`src/hw/rtl/qrs_pkg.sv`:
```
// ----------------------------------------------------------------------------
// qrs_pkg
// Widths, kind codes and pipeline tag types of the quadratic root solver.
// ----------------------------------------------------------------------------
`default_nettype none

package qrs_pkg;

  localparam int COEF_W = 16;
  localparam int FRAC_W = 16;
  localparam int OUT_W  = 34;

  localparam int PROD_W = 2 * COEF_W;
  localparam int D_W    = 2 * COEF_W + 2;
  localparam int MAG_W  = 2 * COEF_W + 1;
  // root bits of |d| * 2^(2*FRAC_W)
  localparam int R_W    = (MAG_W + 2 * FRAC_W + 1) / 2;
  localparam int RAD_W  = 2 * R_W;
  localparam int REM_W  = R_W + 2;
  localparam int BS_W   = COEF_W + FRAC_W + 1;
  localparam int NUM_W  = ((BS_W - 1 > R_W) ? BS_W - 1 : R_W) + 1;
  localparam int DEN_W  = COEF_W + 1;
  localparam int SAT_W  = ((NUM_W > OUT_W) ? NUM_W : OUT_W) + 1;

  typedef enum logic [1:0] {
    KIND_TWO_REAL = 2'd0,
    KIND_ONE_REAL = 2'd1,
    KIND_COMPLEX  = 2'd2,
    KIND_DEGEN    = 2'd3
  } root_kind_e;

  typedef struct packed {
    root_kind_e              kind;
    logic signed [BS_W-1:0]  b_scaled;
    logic [DEN_W-1:0]        den;
    logic                    den_neg;
  } sqrt_tag_t;

  typedef struct packed {
    root_kind_e kind;
    logic       neg;
  } div_tag_t;

endpackage

`default_nettype wire

```
`src/hw/rtl/qrs_div.sv`:
```
// ----------------------------------------------------------------------------
// qrs_div
// Pipelined restoring unsigned divider, one quotient bit per stage.
// ----------------------------------------------------------------------------
`default_nettype none

module qrs_div
  import qrs_pkg::*;
(
  input  wire logic             clk_i,
  input  wire logic             rst_ni,
  input  wire logic             en_i,
  input  wire logic             valid_i,
  input  wire logic [NUM_W-1:0] num_i,
  input  wire logic [DEN_W-1:0] den_i,
  input  wire div_tag_t         tag_i,
  output logic                  valid_o,
  output logic [NUM_W-1:0]      quo_o,
  output div_tag_t              tag_o
);

  logic [NUM_W:1]     vld_q;
  logic [DEN_W-1:0]   rem_q [1:NUM_W];
  logic [NUM_W-1:0]   num_q [1:NUM_W];
  logic [DEN_W-1:0]   den_q [1:NUM_W];
  div_tag_t           tag_q [1:NUM_W];

  logic [DEN_W-1:0]   rem_s [NUM_W];
  logic [NUM_W-1:0]   num_s [NUM_W];
  logic [DEN_W-1:0]   den_s [NUM_W];
  div_tag_t           tag_s [NUM_W];

  logic [DEN_W:0]     cur [NUM_W];
  logic               ge  [NUM_W];

  always_comb begin
    rem_s[0] = '0;
    num_s[0] = num_i;
    den_s[0] = den_i;
    tag_s[0] = tag_i;
    for (int i = 1; i < NUM_W; i++) begin
      rem_s[i] = rem_q[i];
      num_s[i] = num_q[i];
      den_s[i] = den_q[i];
      tag_s[i] = tag_q[i];
    end
    for (int i = 0; i < NUM_W; i++) begin
      cur[i] = {rem_s[i], num_s[i][NUM_W-1]};
      ge[i]  = cur[i] >= {1'b0, den_s[i]};
    end
  end

  always_ff @(posedge clk_i or negedge rst_ni) begin
    if (!rst_ni) begin
      vld_q <= '0;
    end else if (en_i) begin
      vld_q <= {vld_q[NUM_W-1:1], valid_i};
    end
  end

  // quotient bits shift in where numerator bits shift out
  always_ff @(posedge clk_i) begin
    if (en_i) begin
      for (int i = 0; i < NUM_W; i++) begin
        if (ge[i]) begin
          rem_q[i+1] <= DEN_W'(cur[i] - {1'b0, den_s[i]});
        end else begin
          rem_q[i+1] <= cur[i][DEN_W-1:0];
        end
        num_q[i+1] <= {num_s[i][NUM_W-2:0], ge[i]};
        den_q[i+1] <= den_s[i];
        tag_q[i+1] <= tag_s[i];
      end
    end
  end

  assign valid_o = vld_q[NUM_W];
  assign quo_o   = num_q[NUM_W];
  assign tag_o   = tag_q[NUM_W];

endmodule

`default_nettype wire

```
`config.mk`:
```
export PLATFORM = sky130hd
export DESIGN_NAME = qrs_div
export DESIGN_NICKNAME = d
export VERILOG_FILES = /design/src/hw/rtl/qrs_pkg.sv /design/src/hw/rtl/qrs_div.sv
export SDC_FILE = /design/constraint.sdc
export NUM_CORES = 2
export LEC_CHECK = 0
export BUFFER_PORTS_ARGS = -buffer_cell sky130_fd_sc_hd__buf_2
export CAP_MARGIN = 25
export CELL_PAD_IN_SITES_DETAIL_PLACEMENT = 1
export CELL_PAD_IN_SITES_GLOBAL_PLACEMENT = 2
export CORE_MARGIN = 2
export CORE_UTILIZATION = 46
export DETAILED_ROUTE_END_ITERATION = 8
export MAX_ROUTING_LAYER = met4
export PLACE_DENSITY_LB_ADDON = 0.1
export SLEW_MARGIN = 20
export SYNTH_ARGS = -nofsm -noshare
export SYNTH_HDL_FRONTEND = slang
export SYNTH_SLANG_ARGS = --single-unit
```
`constraint.sdc`:
```
create_clock -name clk_i -period 4 [get_ports clk_i]
set_input_delay 0 -clock clk_i [delete_from_list [all_inputs] [get_ports clk_i]]
set_output_delay 0 -clock clk_i [all_outputs]
set_load 0.02 [all_outputs]
```
# Word-level counts from Yosys, hierarchy flattened
# Memory sizes are Yosys's and may differ from the RTL's.
# Index checks and enable logic that the tools add are counted.
word_totals:
  ff_bits: 34
  ram_bits: 2414
  wordCells: 347
  mem_count: 4
memory_table:
  columns: ["memory", "words", "width", "rd", "rd_clocked_by_memory_dff", "write_ports", "line_no", "source"]
  rows:
  - ["num_q", 34, 34, 34, 0, 34, "qrs_div.sv:24", "logic [NUM_W-1:0] num_q [1:NUM_W];"]
  - ["den_q", 34, 17, 33, 0, 34, "qrs_div.sv:25", "logic [DEN_W-1:0] den_q [1:NUM_W];"]
  - ["rem_q", 34, 17, 33, 0, 34, "qrs_div.sv:23", "logic [DEN_W-1:0] rem_q [1:NUM_W];"]
  - ["tag_q", 34, 3, 34, 0, 34, "qrs_div.sv:26", "div_tag_t tag_q [1:NUM_W];"]
op_classes:
  add_sub_neg: 34
  order_cmp: 34
  n_mux: 240
  n_bitwise: 34
op_table:
  columns: ["op", "count"]
  rows:
  - [">= comparator 18 x 17 -> 1 bit", 33]
  - ["2-to-1 mux 17 bit", 34]
  - ["subtractor 17 bit", 33]
  - ["2-to-1 mux 1 bit", 206]
  - ["bitwise OR 1 bit", 34]
  - [">= comparator 1 x 17 -> 1 bit", 1]
  - ["subtractor 1 x 17 -> 17 bit", 1]

# Depth between registers and ports, before layout
# An unclocked memory read counts as a cell.
depth:
  ltp_word: 6
  ltp_mapped: 13
  depth_no_buf: 11

# Worst setup path before layout
# No wires, ideal clock.
synth_timing:
  path_type: "register to register"
  startpoint: "reg den_q[0][306] (netlist name)"
  endpoint: "reg rem_q[0][331] (netlist name)"
  arrival_ns: 2.733
  path_slack_ns: 1.008
  path_stages_with_launch: 12
  period_less_slack_ns: 2.992
  cell_sequence: "edfxtp_1 ha_1 fa_1 nor2b_1 o21ai_0 nand2b_1 a21oi_2 o311ai_2 a31oi_1 o211ai_2 buf_4 mux2_2"

==> metrics.md <==
| Metric | Value |
|---|---|
| Count leader, synth | `edfxtp_1` |
| Pre-antenna DRT Iters | `5` |
| PwrDens | `about 740 nW/um2` |
| Final worst path period share | `between 90% and 100%` |
| Post-CTS setup buffers | `0` |
| Max clock buf depth | `4` |
| Antenna violations before repair | `5` |
| CP max stage cell | `a32o_1` |
| Top delay family on crit path | `compound AO/OA/AOI/OAI gates` |
| Final #Nets | `around 8700` |
| Part of the power in combinational logic | `between 30% and 40%` |
| Via density | `roughly 5.3` |
| Die W | `between 400 and 500 um` |
| Layout cell share with drive strength beyond 1 | `between 10% and 20%` |
| Reg power frac | `between 40% and 50%` |
| Most used DFF post-synth | `edfxtp_1` |
| Top-Level Pins | `between 90 and 100` |
| GPL Wtd Cong | `around 0.85` |
| Register area share after synthesis | `roughly two thirds` |
| Endpoints failing hold | `0` |
| Post-Syn Area | `about 110000 um2` |
| Synth cell types | `94` |
| Critical path fanouts, max | `17` |
| CTS root buffer | `clkbuf_16` |
| Crit path DAT | `~4.3 ns` |
| Total number of vias | `between 50000 and 60000` |
| Worst-Skew Late Latency | `0.91 ns` |
| Worst R2R Start | `num_q[0][611]` |
| Syn Area/Cell | `roughly 14 um2` |
| Post-synth EDFFs | `2380` |
| Layout area overhead | `13.39%` |
| # hold bufs at CTS | `roughly 110` |
| Vias in the first global route | `a little over 60000` |
| CTS H-tree lvls | `5` |
| Setup TNS | `0 ns` |
| Relative slew slack | `30.91%` |
| Total core area | `approximately 230000 um2` |
| Yosys Warn Count | `0` |
| Fmax | `about 270 MHz` |
| Placed Area | `~110000 um2` |
| Maximum VDD drop | `between 0.4 and 0.5 mV` |
| Cell taking the most area after synthesis | `edfxtp_1` |
| Worst path cell trace | `inv_1 > ha_1 > fa_1 > and2b_1 > o21ai_2 > a21oi_2 > nor4_1 > o31ai_1 > a41oi_1 > a32o_1 > mux2_2` |
| Switching share of power | `between 30% and 40%` |
| Worst hold start | `den_i[10]` |
| Worst-Margin Slew | `around 1.0 ns` |
| Post-synth top cells | `2380 x edfxtp_1, 699 x inv_1, 563 x ha_1` |
| Grt total ovfl | `0` |
| Largest net degree at the start of global routing | `around 200` |
| Max-cap viol count | `0` |
| Antenna-violating nets left | `0` |
| Synth async-reset ratio | `around 1.4%` |
| Worst R2R Setup Slack | `0.28 ns` |
| PortBufs | `95` |
| Initial Util | `between 40% and 50%` |
| Syn_nets | `8265` |
| DRT iter0 DRCs | `~3500` |
| Hold slack | `0.07531 ns` |
| Total GRT Usage | `between 10% and 20%` |
| P_sw | `27780 uW` |
| Pint | `just over 60000 uW` |
| Critical Path Start Type | `register` |
| Post-synth top area share | `between 60 and 70%` |
| Hold Path Depth | `4` |
| Critical path class | `register to register` |
| Pins over their slew limit | `0` |
| CP endpoint kind | `register` |
| DRC errors left | `0` |
| Fin crit period | `3.716 ns` |
| Clock network power share | `between 20% and 30%` |
| Critical Path RT | `between 4 and 5 ns` |
| Hpwl dp | `around 150 mm` |
| RSZ-0062 raised after global routing | `no` |
| Largest cells by area after synthesis | `edfxtp_1 67%, ha_1 6.6%, a21oi_1 2.6%, inv_1 2.5%, mux2_2 2.3%` |
| Clock sink count | `between 2000 and 2500` |
| Leakage power | `between 0.04 and 0.05 uW` |
| R2R cell count | `11` |
| Clk pin slew, worst setup/hold paths | `~0.060 ns` |
| Post_cts resized | `0` |
| Full die area | `between 200000 and 250000 um2` |
| Yosys reg bits | `2414` |
| Cts bufs inserted | `about 280` |
| CTS tree | `built` |
| Worst hold endpoint | `rem_q[0][27]` |
| Clock skew | `about 0.043 ns` |
| First-pass GRT wire length | `around 350 mm` |
| Final Instance Area | `between 100000 and 150000 um2` |
| Die Ht | `roughly 490 um` |
| Bufs and invs on worst path | `1` |
| Crit path from | `num_q[0][611]` |
| # rows | `approximately 180` |
| Reg-to-reg endpoint | `rem_q[0][312]` |
| WL per Instance | `19.35 um` |
| Syn Inst Count | `7612` |
| Total Routed Length | `217.2 mm` |
| Status | `finished clean` |
| CP peak stage delay | `0.78 ns` |
| Setup Viol. Count Final | `0` |
| Min-Delay Path Class | `input pin to register` |
state kept, by name (all words and copies together) (netlist names):
signal / count
rem_q: 561
vld_q: 34
num_q: 1156
tag_q: 102
den_q: 561
cell families (layout without fill, tap and decap cells):
group	Yosys count	count (layout)	synth area share, %
other	0	2	0
buffers and inverters	888	1473	3.324
xor gates and xnor gates	424	424	3.476
adders and majority gates	595	595	7.193
AOI/OAI and AO/OA	1597	1597	9.313
muxes	247	247	2.616
DFF	2414	2414	67.69
and+or+nand+nor	1447	1447	6.388
layout by cell type, fill, tap and decap left out, types with 19 or more instances in the layout:
master         Yosys  routed
dfrtp_1           34      34
clkinv_1           0      39
nor2b_1           87      87
o31a_1            34      34
o211ai_1          27      27
ha_1             563     563
nor3_1            98      98
bufinv_16          0      28
a21o_1           175     175
edfxtp_1        2380    2380
dlygate4sd3_1      0     113
buf_4             40      72
clkbuf_16          0     290
nor4_1            21      21
a211oi_1          41      41
mux2_2           218     218
nand3_1          101     101
mux2i_1           19      19
a21boi_0          19      19
nand2b_1          66      66
nand4_1           67      67
a21oi_1          561     561
o31ai_1           33      33
a31oi_1           37      37
buf_2             29      94
or3_1             33      33
inv_1            699     699
clkbuf_1         114      45
nand2_1          369     369
nor2_1           476     476
fa_1              32      32
and3_1            44      44
xor2_1           179     179
o21a_1            89      89
clkinvlp_4         0      21
o21ai_0          372     372
clkinv_2           0      38
xnor2_1          245     245
o21bai_1          42      42
through the flow:
step	util (%)	setup WS [ns]	cells	power [uW]
3_5_place_dp	48.15	0.2927	10631	64410
3_3_place_gp	48.15	0.2095	10631	63720
5_1_grt	52.54	0.07143	11224	94700
4_1_cts	52.52	0.2505	11221	90110
2_1_floorplan	-	1.008	7612	56720
6_report	52.54	0.2836	11225	89040
worst max path at each step:
| stage | endpoint | cells after the start |
|---|---|---|
| 2_1_floorplan | rem_q[0][331] | 11 |
| 3_3_place_gp | rem_q[0][308] | 11 |
| 3_5_place_dp | rem_q[0][308] | 11 |
| 4_1_cts | rem_q[0][312] | 11 |
| 5_1_grt | rem_q[0][308] | 11 |
| 6_report | rem_q[0][312] | 11 |
layout make-up:
cell class	instances	area, um2
Fill cell	22390	109400
Sequential cell	2414	72320
Multi-Input combinational cell	4310	30970
Clock buffer	337	7453
Tap cell	3026	3786
Inverter	700	2628
Timing Repair Buffer	297	2505
Clock inverter	139	1471
Antenna cell	2	5.005
routing by layer:
metal  vias to the layer above  share of wire, %  track usage, %
li1                      28937                 -               -
met1                     29266                49           27.07
met2                       750                45           28.88
met3                       348               3.0           2.461
met4                         0               2.3           4.853
met5                         -                 0               -
power by group through the flow:
stage               Combinational (uW)  Clock, uW  Sequential, uW
finish                           27600      24900           36500
global route                     31100      26600           37000
CTS                              27700      25800           36600
detailed placement               27300          0           37100
global placement                 26700          0           37000
floorplan                        21100          0           35700
tightest hold or removal path, cell delays in order:
cell           delay (ns)
dlygate4sd3_1        0.52
buf_2                0.14
xor2_1               0.07
nor2_1               0.10
Power figures use the tool's default switching activity.
